## config.mk

```make
export PLATFORM = sky130hd
export DESIGN_NAME = nucleotide_error_injector
export DESIGN_NICKNAME = d
export VERILOG_FILES = /design/src/rtl/nei_pkg.sv /design/src/rtl/nei_datapath.sv /design/src/rtl/nei_ctrl.sv /design/src/rtl/nucleotide_error_injector.sv
export VERILOG_INCLUDE_DIRS = /design/src /design/src/rtl
export SDC_FILE = /design/constraint.sdc
export NUM_CORES = 2
export LEC_CHECK = 0
export ABC_AREA = 0
export BUFFER_PORTS_ARGS = -buffer_cell sky130_fd_sc_hd__buf_2
export CORE_UTILIZATION = 40
export CTS_CLUSTER_SIZE = 16
export DETAILED_ROUTE_END_ITERATION = 12
export MAX_ROUTING_LAYER = met4
export PLACE_DENSITY = 0.61
export SYNTH_ARGS = -nofsm -noshare
export SYNTH_HDL_FRONTEND = slang
export SYNTH_SLANG_ARGS = --single-unit
export TNS_END_PERCENT = 10
```

## constraint.sdc

```tcl
create_clock -name clk -period 8.6 [get_ports clk]
set_clock_uncertainty 0.2 [all_clocks]
set_input_delay 0.86 -clock clk [delete_from_list [all_inputs] [get_ports clk]]
set_output_delay 0.86 -clock clk [all_outputs]
set_load 0.01 [all_outputs]
```

## src/rtl/nucleotide_error_injector_macros.svh

```systemverilog
// ----------------------------------------------------------------------------
// Nucleotide error injector assertion macros
// Shared concurrent check forms for the injector modules.
// ----------------------------------------------------------------------------
`ifndef NUCLEOTIDE_ERROR_INJECTOR_MACROS_SVH
`define NUCLEOTIDE_ERROR_INJECTOR_MACROS_SVH

// Same-cycle implication, disabled while reset is held
`define NEI_ASSERT_HOLDS(label, clk, rst_n, ante, cons) \
  label: assert property (@(posedge clk) disable iff (!rst_n) (ante) |-> (cons)) \
    else $error("nucleotide_error_injector: same-cycle check failed");

// Next-cycle implication, disabled while reset is held
`define NEI_ASSERT_NEXT(label, clk, rst_n, ante, cons) \
  label: assert property (@(posedge clk) disable iff (!rst_n) (ante) |=> (cons)) \
    else $error("nucleotide_error_injector: next-cycle check failed");

`endif

```

## src/rtl/nei_pkg.sv

```systemverilog
// ----------------------------------------------------------------------------
// Nucleotide error injector package
// Widths, generator constants, codes and controller/datapath interface types.
// ----------------------------------------------------------------------------
package nei_pkg;

  localparam int BASE_W     = 8;
  localparam int KIND_W     = 2;
  localparam int STATE_W    = 48;
  localparam int LIMIT_W    = 49;
  localparam int SEED_W     = 32;
  localparam int CFG_DATA_W = 49;
  localparam int CFG_IDX_W  = 2;

  // Generator multiplier 0x5DEECE66D split into a 32-bit low and 3-bit high part
  localparam logic [31:0]        LCG_A_LO = 32'hDEEC_E66D;
  localparam logic [2:0]         LCG_A_HI = 3'h5;
  localparam logic [STATE_W-1:0] LCG_INC  = 48'h0000_0000_000B;
  localparam logic [15:0]        SEED_LOW = 16'h330E;

  // Configuration register indexes
  localparam logic [CFG_IDX_W-1:0] CFG_SEED      = 2'd0;
  localparam logic [CFG_IDX_W-1:0] CFG_MISMATCH  = 2'd1;
  localparam logic [CFG_IDX_W-1:0] CFG_INSERTION = 2'd2;
  localparam logic [CFG_IDX_W-1:0] CFG_DELETION  = 2'd3;

  // Edit kind codes
  localparam logic [KIND_W-1:0] KIND_COPY = 2'd0;
  localparam logic [KIND_W-1:0] KIND_SUB  = 2'd1;
  localparam logic [KIND_W-1:0] KIND_INS  = 2'd2;

  localparam logic [BASE_W-1:0] BASE_A = 8'h41;
  localparam logic [BASE_W-1:0] BASE_C = 8'h43;
  localparam logic [BASE_W-1:0] BASE_G = 8'h47;
  localparam logic [BASE_W-1:0] BASE_T = 8'h54;

  typedef enum logic [2:0] {
    S_IDLE,
    S_MUL,
    S_ADD,
    S_DECIDE,
    S_PICK,
    S_TAIL
  } ctrl_state_t;

  typedef enum logic [1:0] {
    DR_FIRST,
    DR_SUB,
    DR_INS
  } draw_mode_t;

  typedef struct packed {
    logic              load_base;
    logic              mul_en;
    logic              add_en;
    logic              emit_en;
    logic              emit_rand;
    logic [KIND_W-1:0] emit_kind;
    logic              emit_last;
  } ctrl_cmd_t;

  typedef struct packed {
    logic lt_mis;
    logic lt_ins;
    logic lt_del;
    logic base_match;
    logic slot_free;
  } ctrl_sts_t;

  // Top two draw bits pick the base
  function automatic logic [BASE_W-1:0] quarter_base(input logic [1:0] q);
    logic [BASE_W-1:0] b;
    unique case (q)
      2'd0:    b = BASE_A;
      2'd1:    b = BASE_C;
      2'd2:    b = BASE_G;
      default: b = BASE_T;
    endcase
    return b;
  endfunction

endpackage

```

## src/rtl/nei_datapath.sv

```systemverilog
// ----------------------------------------------------------------------------
// Nucleotide error injector datapath
// Generator state with a multiply step and then an add step, limit registers,
// threshold compares and the result output register.
// ----------------------------------------------------------------------------
`include "nucleotide_error_injector_macros.svh"

module nei_datapath (
  input  logic                          clk,
  input  logic                          rst_n,
  input  logic [nei_pkg::BASE_W-1:0]    in_base_in,
  input  logic                          cfg_wr_en,
  input  logic [nei_pkg::CFG_IDX_W-1:0] cfg_index,
  input  logic [nei_pkg::CFG_DATA_W-1:0] cfg_data,
  input  nei_pkg::ctrl_cmd_t            cmd,
  output nei_pkg::ctrl_sts_t            sts,
  output logic                          out_valid,
  input  logic                          out_ready,
  output logic [nei_pkg::BASE_W-1:0]    out_base_out,
  output logic [nei_pkg::KIND_W-1:0]    out_edit_kind,
  output logic                          out_run_end
);
  import nei_pkg::*;

  logic [STATE_W-1:0] rng_state_r, rng_state_nxt;
  logic [STATE_W-1:0] prod_r;
  logic [15:0]        cross_r;
  logic [LIMIT_W-1:0] mis_lim_r, ins_lim_r, del_lim_r;
  logic [BASE_W-1:0]  base_r;
  logic               out_valid_r, out_valid_nxt;
  logic [BASE_W-1:0]  out_base_r;
  logic [KIND_W-1:0]  out_kind_r;
  logic               out_last_r;

  logic [63:0]        mul_lo;
  logic [31:0]        mul_x1;
  logic [18:0]        mul_x2;
  logic [15:0]        cross_nxt;
  logic [LIMIT_W-1:0] draw_ext;
  logic [BASE_W-1:0]  rand_base;

  // Low 48 bits of state * multiplier: the cross terms only reach bits 47:32
  assign mul_lo    = rng_state_r[31:0] * LCG_A_LO;
  assign mul_x1    = rng_state_r[47:32] * LCG_A_LO[15:0];
  assign mul_x2    = rng_state_r[15:0] * LCG_A_HI;
  assign cross_nxt = mul_x1[15:0] + mul_x2[15:0];

  always_ff @(posedge clk) begin
    if (cmd.mul_en) begin
      prod_r  <= mul_lo[STATE_W-1:0];
      cross_r <= cross_nxt;
    end
  end

  always_comb begin
    rng_state_nxt = rng_state_r;
    if (cfg_wr_en && cfg_index == CFG_SEED) begin
      rng_state_nxt = {cfg_data[SEED_W-1:0], SEED_LOW};
    end else if (cmd.add_en) begin
      rng_state_nxt = prod_r + {cross_r, 32'h0} + LCG_INC;
    end
  end

  always_ff @(posedge clk) begin
    if (!rst_n) begin
      rng_state_r <= {{(STATE_W-16){1'b0}}, SEED_LOW};
      mis_lim_r   <= '0;
      ins_lim_r   <= '0;
      del_lim_r   <= '0;
    end else begin
      rng_state_r <= rng_state_nxt;
      if (cfg_wr_en) begin
        unique case (cfg_index)
          CFG_SEED:      ;
          CFG_MISMATCH:  mis_lim_r <= cfg_data[LIMIT_W-1:0];
          CFG_INSERTION: ins_lim_r <= cfg_data[LIMIT_W-1:0];
          CFG_DELETION:  del_lim_r <= cfg_data[LIMIT_W-1:0];
          default:       ;
        endcase
      end
    end
  end

  always_ff @(posedge clk) begin
    if (cmd.load_base) begin
      base_r <= in_base_in;
    end
  end

  assign draw_ext  = {1'b0, rng_state_r};
  assign rand_base = quarter_base(rng_state_r[STATE_W-1 -: 2]);

  assign sts.lt_mis     = draw_ext < mis_lim_r;
  assign sts.lt_ins     = draw_ext < ins_lim_r;
  assign sts.lt_del     = draw_ext < del_lim_r;
  assign sts.base_match = rand_base == base_r;
  assign sts.slot_free  = !out_valid_r || out_ready;

  // Output register: load on emit, drop once taken
  always_comb begin
    out_valid_nxt = out_valid_r;
    if (cmd.emit_en) begin
      out_valid_nxt = 1'b1;
    end else if (out_ready) begin
      out_valid_nxt = 1'b0;
    end
  end

  always_ff @(posedge clk) begin
    if (!rst_n) begin
      out_valid_r <= 1'b0;
    end else begin
      out_valid_r <= out_valid_nxt;
    end
  end

  always_ff @(posedge clk) begin
    if (cmd.emit_en) begin
      out_base_r <= cmd.emit_rand ? rand_base : base_r;
      out_kind_r <= cmd.emit_kind;
      out_last_r <= cmd.emit_last;
    end
  end

  assign out_valid     = out_valid_r;
  assign out_base_out  = out_base_r;
  assign out_edit_kind = out_kind_r;
  assign out_run_end   = out_last_r;

  `NEI_ASSERT_HOLDS(a_emit_has_slot, clk, rst_n, cmd.emit_en, sts.slot_free)
  `NEI_ASSERT_NEXT(a_sub_differs, clk, rst_n, cmd.emit_en && cmd.emit_kind == KIND_SUB, out_base_r != base_r)
  `NEI_ASSERT_NEXT(a_seed_low, clk, rst_n, cfg_wr_en && cfg_index == CFG_SEED, rng_state_r[15:0] == SEED_LOW)

endmodule

```

## src/rtl/nei_ctrl.sv

```systemverilog
// ----------------------------------------------------------------------------
// Nucleotide error injector controller
// Sequences generator steps, threshold decision, substitution retries and
// result emission for one item at a time.
// ----------------------------------------------------------------------------
`include "nucleotide_error_injector_macros.svh"

module nei_ctrl (
  input  logic               clk,
  input  logic               rst_n,
  input  logic               in_valid,
  output logic               in_ready,
  input  nei_pkg::ctrl_sts_t sts,
  output nei_pkg::ctrl_cmd_t cmd
);
  import nei_pkg::*;

  ctrl_state_t state_r, state_nxt;
  draw_mode_t  mode_r, mode_nxt;

  always_ff @(posedge clk) begin
    if (!rst_n) begin
      state_r <= S_IDLE;
      mode_r  <= DR_FIRST;
    end else begin
      state_r <= state_nxt;
      mode_r  <= mode_nxt;
    end
  end

  // Next state
  always_comb begin
    state_nxt = state_r;
    mode_nxt  = mode_r;
    unique case (state_r)
      S_IDLE: begin
        if (in_valid) begin
          state_nxt = S_MUL;
          mode_nxt  = DR_FIRST;
        end
      end
      S_MUL: state_nxt = S_ADD;
      S_ADD: state_nxt = (mode_r == DR_FIRST) ? S_DECIDE : S_PICK;
      S_DECIDE: begin
        if (sts.lt_mis) begin
          state_nxt = S_MUL;
          mode_nxt  = DR_SUB;
        end else if (sts.lt_ins) begin
          state_nxt = S_MUL;
          mode_nxt  = DR_INS;
        end else if (sts.lt_del) begin
          state_nxt = S_IDLE;
        end else if (sts.slot_free) begin
          state_nxt = S_IDLE;
        end
      end
      S_PICK: begin
        unique case (mode_r)
          DR_SUB: begin
            if (sts.base_match) begin
              state_nxt = S_MUL;
            end else if (sts.slot_free) begin
              state_nxt = S_IDLE;
            end
          end
          DR_INS: begin
            if (sts.slot_free) begin
              state_nxt = S_TAIL;
            end
          end
          default: state_nxt = S_IDLE;
        endcase
      end
      S_TAIL: begin
        if (sts.slot_free) begin
          state_nxt = S_IDLE;
        end
      end
      default: state_nxt = S_IDLE;
    endcase
  end

  // Outputs
  always_comb begin
    cmd      = '0;
    in_ready = 1'b0;
    unique case (state_r)
      S_IDLE: begin
        in_ready      = 1'b1;
        cmd.load_base = in_valid;
      end
      S_MUL: cmd.mul_en = 1'b1;
      S_ADD: cmd.add_en = 1'b1;
      S_DECIDE: begin
        // plain copy once no edit applies
        if (!sts.lt_mis && !sts.lt_ins && !sts.lt_del && sts.slot_free) begin
          cmd.emit_en   = 1'b1;
          cmd.emit_kind = KIND_COPY;
          cmd.emit_last = 1'b1;
        end
      end
      S_PICK: begin
        unique case (mode_r)
          DR_SUB: begin
            if (!sts.base_match && sts.slot_free) begin
              cmd.emit_en   = 1'b1;
              cmd.emit_rand = 1'b1;
              cmd.emit_kind = KIND_SUB;
              cmd.emit_last = 1'b1;
            end
          end
          DR_INS: begin
            if (sts.slot_free) begin
              cmd.emit_en   = 1'b1;
              cmd.emit_rand = 1'b1;
              cmd.emit_kind = KIND_INS;
            end
          end
          default: ;
        endcase
      end
      S_TAIL: begin
        if (sts.slot_free) begin
          cmd.emit_en   = 1'b1;
          cmd.emit_kind = KIND_COPY;
          cmd.emit_last = 1'b1;
        end
      end
      default: ;
    endcase
  end

  `NEI_ASSERT_NEXT(a_mul_then_add, clk, rst_n, state_r == S_MUL, state_r == S_ADD)
  `NEI_ASSERT_NEXT(a_accept_starts, clk, rst_n, in_valid && in_ready, state_r == S_MUL && mode_r == DR_FIRST)
  `NEI_ASSERT_HOLDS(a_tail_after_ins, clk, rst_n, state_r == S_TAIL, mode_r == DR_INS)

endmodule

```

## src/rtl/nucleotide_error_injector.sv

```systemverilog
// ----------------------------------------------------------------------------
// Nucleotide error injector
// Injects substitution, insertion and deletion errors into a base stream
// using a 48-bit linear congruential generator and cumulative thresholds.
// ----------------------------------------------------------------------------
// Usage:
//   Input channel in_valid/in_ready carries one ASCII base per item. Result
//   channel out_valid/out_ready carries zero, one or two items per input:
//   a substituted base, an inserted random base followed by the original,
//   nothing for a deletion, or the original copied.
//   One item is in work at a time. Each generator draw is the
//   32x32 multiply, then the 48-bit add. A copy or a deletion runs a draw
//   and the decision; a substitution adds a draw and the pick, plus a
//   draw per retry; an insertion adds a draw, the pick and the tail.
//   out_valid rises from the output register after the decision for a copy
//   and after the pick for a substitution or an inserted base; the original
//   follows the inserted base in the next cycle when the receiver is ready.
//   Results leave through a one-entry output register; while the receiver
//   stalls, the controller holds a pending result; when idle it accepts items.
//   Configuration writes on cfg_wr_en/cfg_index/cfg_data are taken at once;
//   a seed write reloads the generator. Write them only while idle.
//   Synchronous reset clears the limits, loads the seed-zero generator
//   state and empties the output register.
// ----------------------------------------------------------------------------
module nucleotide_error_injector (
  input  logic                           clk,
  input  logic                           rst_n,
  input  logic                           in_valid,
  output logic                           in_ready,
  input  logic [nei_pkg::BASE_W-1:0]     in_base_in,
  output logic                           out_valid,
  input  logic                           out_ready,
  output logic [nei_pkg::BASE_W-1:0]     out_base_out,
  output logic [nei_pkg::KIND_W-1:0]     out_edit_kind,
  output logic                           out_run_end,
  input  logic                           cfg_wr_en,
  input  logic [nei_pkg::CFG_IDX_W-1:0]  cfg_index,
  input  logic [nei_pkg::CFG_DATA_W-1:0] cfg_data
);
  import nei_pkg::*;

  ctrl_cmd_t cmd;
  ctrl_sts_t sts;

  nei_ctrl u_ctrl (
    .clk      (clk),
    .rst_n    (rst_n),
    .in_valid (in_valid),
    .in_ready (in_ready),
    .sts      (sts),
    .cmd      (cmd)
  );

  nei_datapath u_datapath (
    .clk           (clk),
    .rst_n         (rst_n),
    .in_base_in    (in_base_in),
    .cfg_wr_en     (cfg_wr_en),
    .cfg_index     (cfg_index),
    .cfg_data      (cfg_data),
    .cmd           (cmd),
    .sts           (sts),
    .out_valid     (out_valid),
    .out_ready     (out_ready),
    .out_base_out  (out_base_out),
    .out_edit_kind (out_edit_kind),
    .out_run_end   (out_run_end)
  );

endmodule
```

Yosys cells after proc, flatten, opt, wreduce, memory -nomap -nowiden --
Index checks and enable logic that the tools add are counted. Widths: inputs -> output; s select.
Storage, ports and cells: bits in registers 284
Cells by class: bitwise logic cells 1, $add $sub $neg 3, order comparisons 3, equality and inequality tests 16, multiply operators 3, mux-type cells 35, reduce and logical (&&, ||, !) cells 24
Operator list (count):
- $lt 48x49->1 | 3
- $mux 48 | 2
- $add 48x4->48 const B | 1
- $add 48x48->48 | 1
- $mul 32x32->48 const B | 1
- $mux 3 | 8
- $pmux 3 s6 | 1
- $add 16x16->16 | 1
- $mul 16x14->16 const B | 1
- $mul 16x3->16 const B | 1
- $pmux 5 s3 | 1
- $mux 1 | 12
- $pmux 3 s3 | 1
- $eq 2x2->1 const B | 4
- $eq 7x8->1 | 1
- $mux 8 | 1
- $pmux 4 s2 | 1
- $reduce_and 2->1 | 4
- $eq 2x1->1 const B | 3
- $eq 3x2->1 const B | 2
- $eq 3x3->1 const B | 2
- $logic_not 2->1 | 3
- $mux 2 | 3
- $pmux 3 s2 | 1
- other kinds (16) | 26

Longest topological paths before layout --
depth after elaboration 9, depth in mapped cells 26

Modules after synthesis --
A second synthesis with hierarchy kept.
Unflattened totals: cell total of the unflattened synthesis 3557, area total of the unflattened synthesis 34245.3 um^2
Modules (own cells, without submodules):
- nei_datapath | area an instance 33747.4 um^2, cells an instance 3491, times used 1, seq. area each 6416.2 um^2
- nei_ctrl | area an instance 498.0 um^2, cells an instance 66, times used 1, seq. area each 100.1 um^2

Worst setup path before layout --
OpenSTA, ideal clock, no wires.
kind register to register, from register u_datapath.rng_state_r[12], to register u_datapath.prod_r[47], data pin, setup time 261 ps, required time 8139 ps, arrival 6895 ps, cell stages (with the launch flop) 26, period minus slack after synthesis 7356 ps, path slack 1244 ps, path through dfxtp_1 > ha_1 > inv_1 > fa_1 > inv_1 > fa_1 > inv_1 > fa_1 > inv_1 > fa_1 > fa_1 > fa_1 > inv_1 > fa_1 > inv_1 > ha_1 > buf_2 > nand4_1 > a2111oi_0 > o31ai_1 > nand3_1 > a21oi_2 > o21ai_2 > a41o_1 > a31oi_1 > o311a_1
Between the ends: cells in the longest elaborated chain, start to end 1
RTL lines:
- start, declared | RTL line nei_datapath.sv:25 | logic [STATE_W-1:0] rng_state_r, rng_state_nxt;
- start signal, assigned | RTL line nei_datapath.sv:66 | rng_state_r <= {{(STATE_W-16){1'b0}}, SEED_LOW};
- start signal, assigned | RTL line nei_datapath.sv:71 | rng_state_r <= rng_state_nxt;
- $mul 32x32->48 | RTL line nei_datapath.sv:43 | assign mul_lo = rng_state_r[31:0] * LCG_A_LO;
- net u_datapath.mul_lo[47] | RTL line nei_datapath.sv:35 | logic [63:0] mul_lo;
- end signal, assigned | RTL line nei_datapath.sv:50 | prod_r <= mul_lo[STATE_W-1:0];
- end, declared | RTL line nei_datapath.sv:26 | logic [STATE_W-1:0] prod_r;
The timed path passes the listed nets, and every way through them passes these cells. A chain may end at the register's enable or synchronous reset.

Worst setup path in the final report --
from register u_datapath.rng_state_r[3], to register u_datapath.prod_r[46], data pin
Same word-level chain as after synthesis.

==> impl_metrics.yaml <==
run_status:
  status: "finished clean"
detailed_routing:
  num_vias: 25410
  wl_per_cell_um: 22.6
  wl_um: 111000
  drt_first_pass_iters: 5
  drc: 0
  postRouteAntennaNets: 0
  via_per_inst: 5.16
  initialDrtViolationCount: 1802
yosys:
  syn_area_um2: 34600
  post_synth_xor_area_fraction: 0.0314
  synth_top_family_by_area: "adder cells"
  yosysTopAreaCell: "fa_1"
  ys_warn_count: 0
  synth-edff-count: 83
  synthTopCellsByArea: "fa_1, ha_1, dfxtp_1"
  synth_ff_type: "dfxtp_1"
  synthAdderAreaFrac: 0.469
  synth_common_cells: "inv_1, ha_1, fa_1, nand2_1, dfxtp_1"
  netlist_instances: 3656
  syn_nets: 4719
  synthSimpleGateAreaFrac: 0.0916
  async_flop_share: 0
  synth-compound-area-share: 0.114
  synth_top_area_frac: 0.287
  yosysSeqAreaShare: 0.188
  synth.avg_cell_area_um2: 9.47
  synth_cell_types: 82
  yosys-mux-area-fraction: 0.000614
  ys_seq_elements: 284
  yosysMostFrequentCell: "inv_1"
hold_path:
  min_from: "in_base_in[1]"
  whs_path_depth: 1
  whs_endpoint: "u_datapath.base_r[1]"
  min_path_type: "in2reg"
clock_tree:
  numClockSinks: 284
  insertion_delay_ps: 600
  htreeDepth: 2
  numCtsBuffers: 38
  path_clk_slew_ps: 60
  max-clock-path-buffers: 3
  cts_root_buffer: "clkbuf_16"
  post_cts_buffers: 0
  ctsHoldBuffers: 0
  cts_tree: "done"
final_layout:
  fin_util: 0.443
  fillers: 8441
  layout-drive-gt1-share: 0.0599
  instances_no_fill: 4921
  final_nets: 4810
  area_growth_syn_to_layout_pct: 9.25
critical_path:
  crit_path_end_kind: "register"
  crit_fanout: 9
  crit_slowest_cell: "dfxtp_1"
  rrSetupSlack_ps: 340
  start_kind: "register"
  critPathBufInv: 4
  cpPeakStageDelay_ps: 670
  path_class: "reg2reg"
  worstReg2RegStart: "u_datapath.rng_state_r[3]"
  timing.rr.end: "u_datapath.prod_r[46]"
  crit_family: "adder cells"
  reg2regPathDepth: 22
  path_common_cell: "fa_1"
  crit_chain: "ha_1 > inv_1 > fa_1 > inv_1 > fa_1 > fa_1 > fa_1 > fa_1 > fa_1 > inv_1 > fa_1 > inv_1 > ha_1 > a21oi_1 > o21ai_0 > a32oi_2 > a31oi_2 > a2111oi_2 > and4bb_1 > o21ai_1 > o21ai_0 > and4b_1"
  worstPathRequired_ps: 8720
  cp.arrival_ps: 8380
timing:
  max_slew_margin: 0.219
  tightest_slew_ps: 1150
  whs_ps: 262
  fin_crit_ps: 8260
  final-setup-viol-count: 0
  min_period_over_period: 0.961
  clock.fmax_mhz: 121
  rsz0062_at_grt: "false"
  hold_viol: 0
  slew_violations: 0
  tns_ps: 0
floorplanning:
  die_w_um: 296
  die_area_um2: 87700
  rows: 107
  core_um2: 85400
  die_y_um: 296
  start_util: 0.405
  ios: 77
global_route:
  grt-ovfl-total: 0
  grt_max_degree: 90
  grt_pass1_vias: 25935
  antenna_found_initial: 8
  gr-usage-all-layers: 0.269
  grt_pass1_wl_um: 167000
placed_design:
  gp_congestion: 0.993
  hpwl_um: 93400
  dpl.cell_count: 4851
  port_buffers: 76
job:
  maxCapViolCount: 0
-- state kept, by name, summed over array words and instances (netlist names) --
name / count
u_datapath.prod_r: 48
u_datapath.del_lim_r: 49
u_datapath.out_valid: 1
u_ctrl.mode_r: 2
u_datapath.cross_r: 16
u_datapath.out_run_end: 1
u_datapath.out_edit_kind: 2
u_datapath.out_base_out: 8
u_datapath.ins_lim_r: 49
u_datapath.rng_state_r: 48
u_datapath.base_r: 8
u_ctrl.state_r: 3
u_datapath.mis_lim_r: 49
-- stage by stage --
step	setup WS [ps]	cell area, um^2
floorplan	1240	34600
global placement	239	36600
detailed placement	312	36600
CTS	255	37800
global route	48.5	37800
finish	338	37800
-- kinds of logic after synthesis --
family                   Yosys count
AO/OA/AOI/OAI                    578
XOR/XNOR                         124
adder cells (fa/ha/maj)          999
buffers and inverters            968
flip-flops                       284
multiplexers                       2
AND/OR/NAND/NOR                  701
-- layout make-up --
cell class | count | area, um^2 | share of cell area
diodes | 1 | 2.50 | 0.0000662
clock buffers | 48 | 1050 | 0.0278
clock inverters | 21 | 188 | 0.00496
inverters | 886 | 3330 | 0.0879
multi-input cells | 2404 | 24500 | 0.648
flip-flops and latches | 284 | 6520 | 0.172
well taps | 1144 | 1430 | 0.0378
repair buffers | 133 | 811 | 0.0214
-- cell usage in the layout, fill, tap and decap left out, drive strengths merged, types with 16 or more instances in the layout --
master / netlist / final
a211oi: 40 / 40
a21boi: 151 / 151
a21o: 65 / 65
a21oi: 122 / 122
a31oi: 16 / 16
buf: 10 / 133
clkbuf: 72 / 48
dfxtp: 201 / 201
edfxtp: 83 / 83
fa: 496 / 496
ha: 503 / 503
inv: 886 / 889
nand2: 387 / 387
nand3: 34 / 34
nand4: 34 / 34
nor2: 105 / 105
nor2b: 37 / 37
nor3: 20 / 20
o211ai: 18 / 18
o21a: 17 / 17
o21ai: 74 / 74
xnor2: 87 / 87
xor2: 37 / 37
-- worst max path at each step --
stage	cells after the start	slack [ps]	endpoint	from
after floorplan	25	1240	u_datapath.prod_r[47]	u_datapath.rng_state_r[12]
after global placement	22	240	u_datapath.prod_r[46]	u_datapath.rng_state_r[3]
after detailed placement	22	310	u_datapath.prod_r[46]	u_datapath.rng_state_r[3]
after CTS	22	250	u_datapath.prod_r[46]	u_datapath.rng_state_r[3]
after global routing	22	50	u_datapath.prod_r[46]	u_datapath.rng_state_r[3]
final	22	340	u_datapath.prod_r[46]	u_datapath.rng_state_r[3]
-- layer usage --
layer,track usage,vias up,share of wire
met5,-,-,0
met4,0.0830,0,0.035
met3,0.0322,161,0.059
met2,0.423,743,0.46
met1,0.362,12675,0.45
li1,-,11831,-
-- worst reg2reg max path, cell delays in order, from the launching register on --
cell and delay [ps]:
dfxtp_1 670, ha_1 380, inv_1 140, fa_1 530
inv_1 90, fa_1 400, fa_1 500, fa_1 610
fa_1 480, fa_1 550, inv_1 50, fa_1 530
inv_1 40, ha_1 370, a21oi_1 160, o21ai_0 200
a32oi_2 500, a31oi_2 180, a2111oi_2 550, and4bb_1 260
o21ai_1 250, o21ai_0 120, and4b_1 210
-- what timing repair did --
item / in CTS / in global routing
hold endpoints to repair: 0 / 0
setup endpoints to repair: 0 / 2
resized for setup: 0 / 1
Power is not shown: default switching activity piles up to over one toggle a cycle in this logic, so the estimate is an artifact.
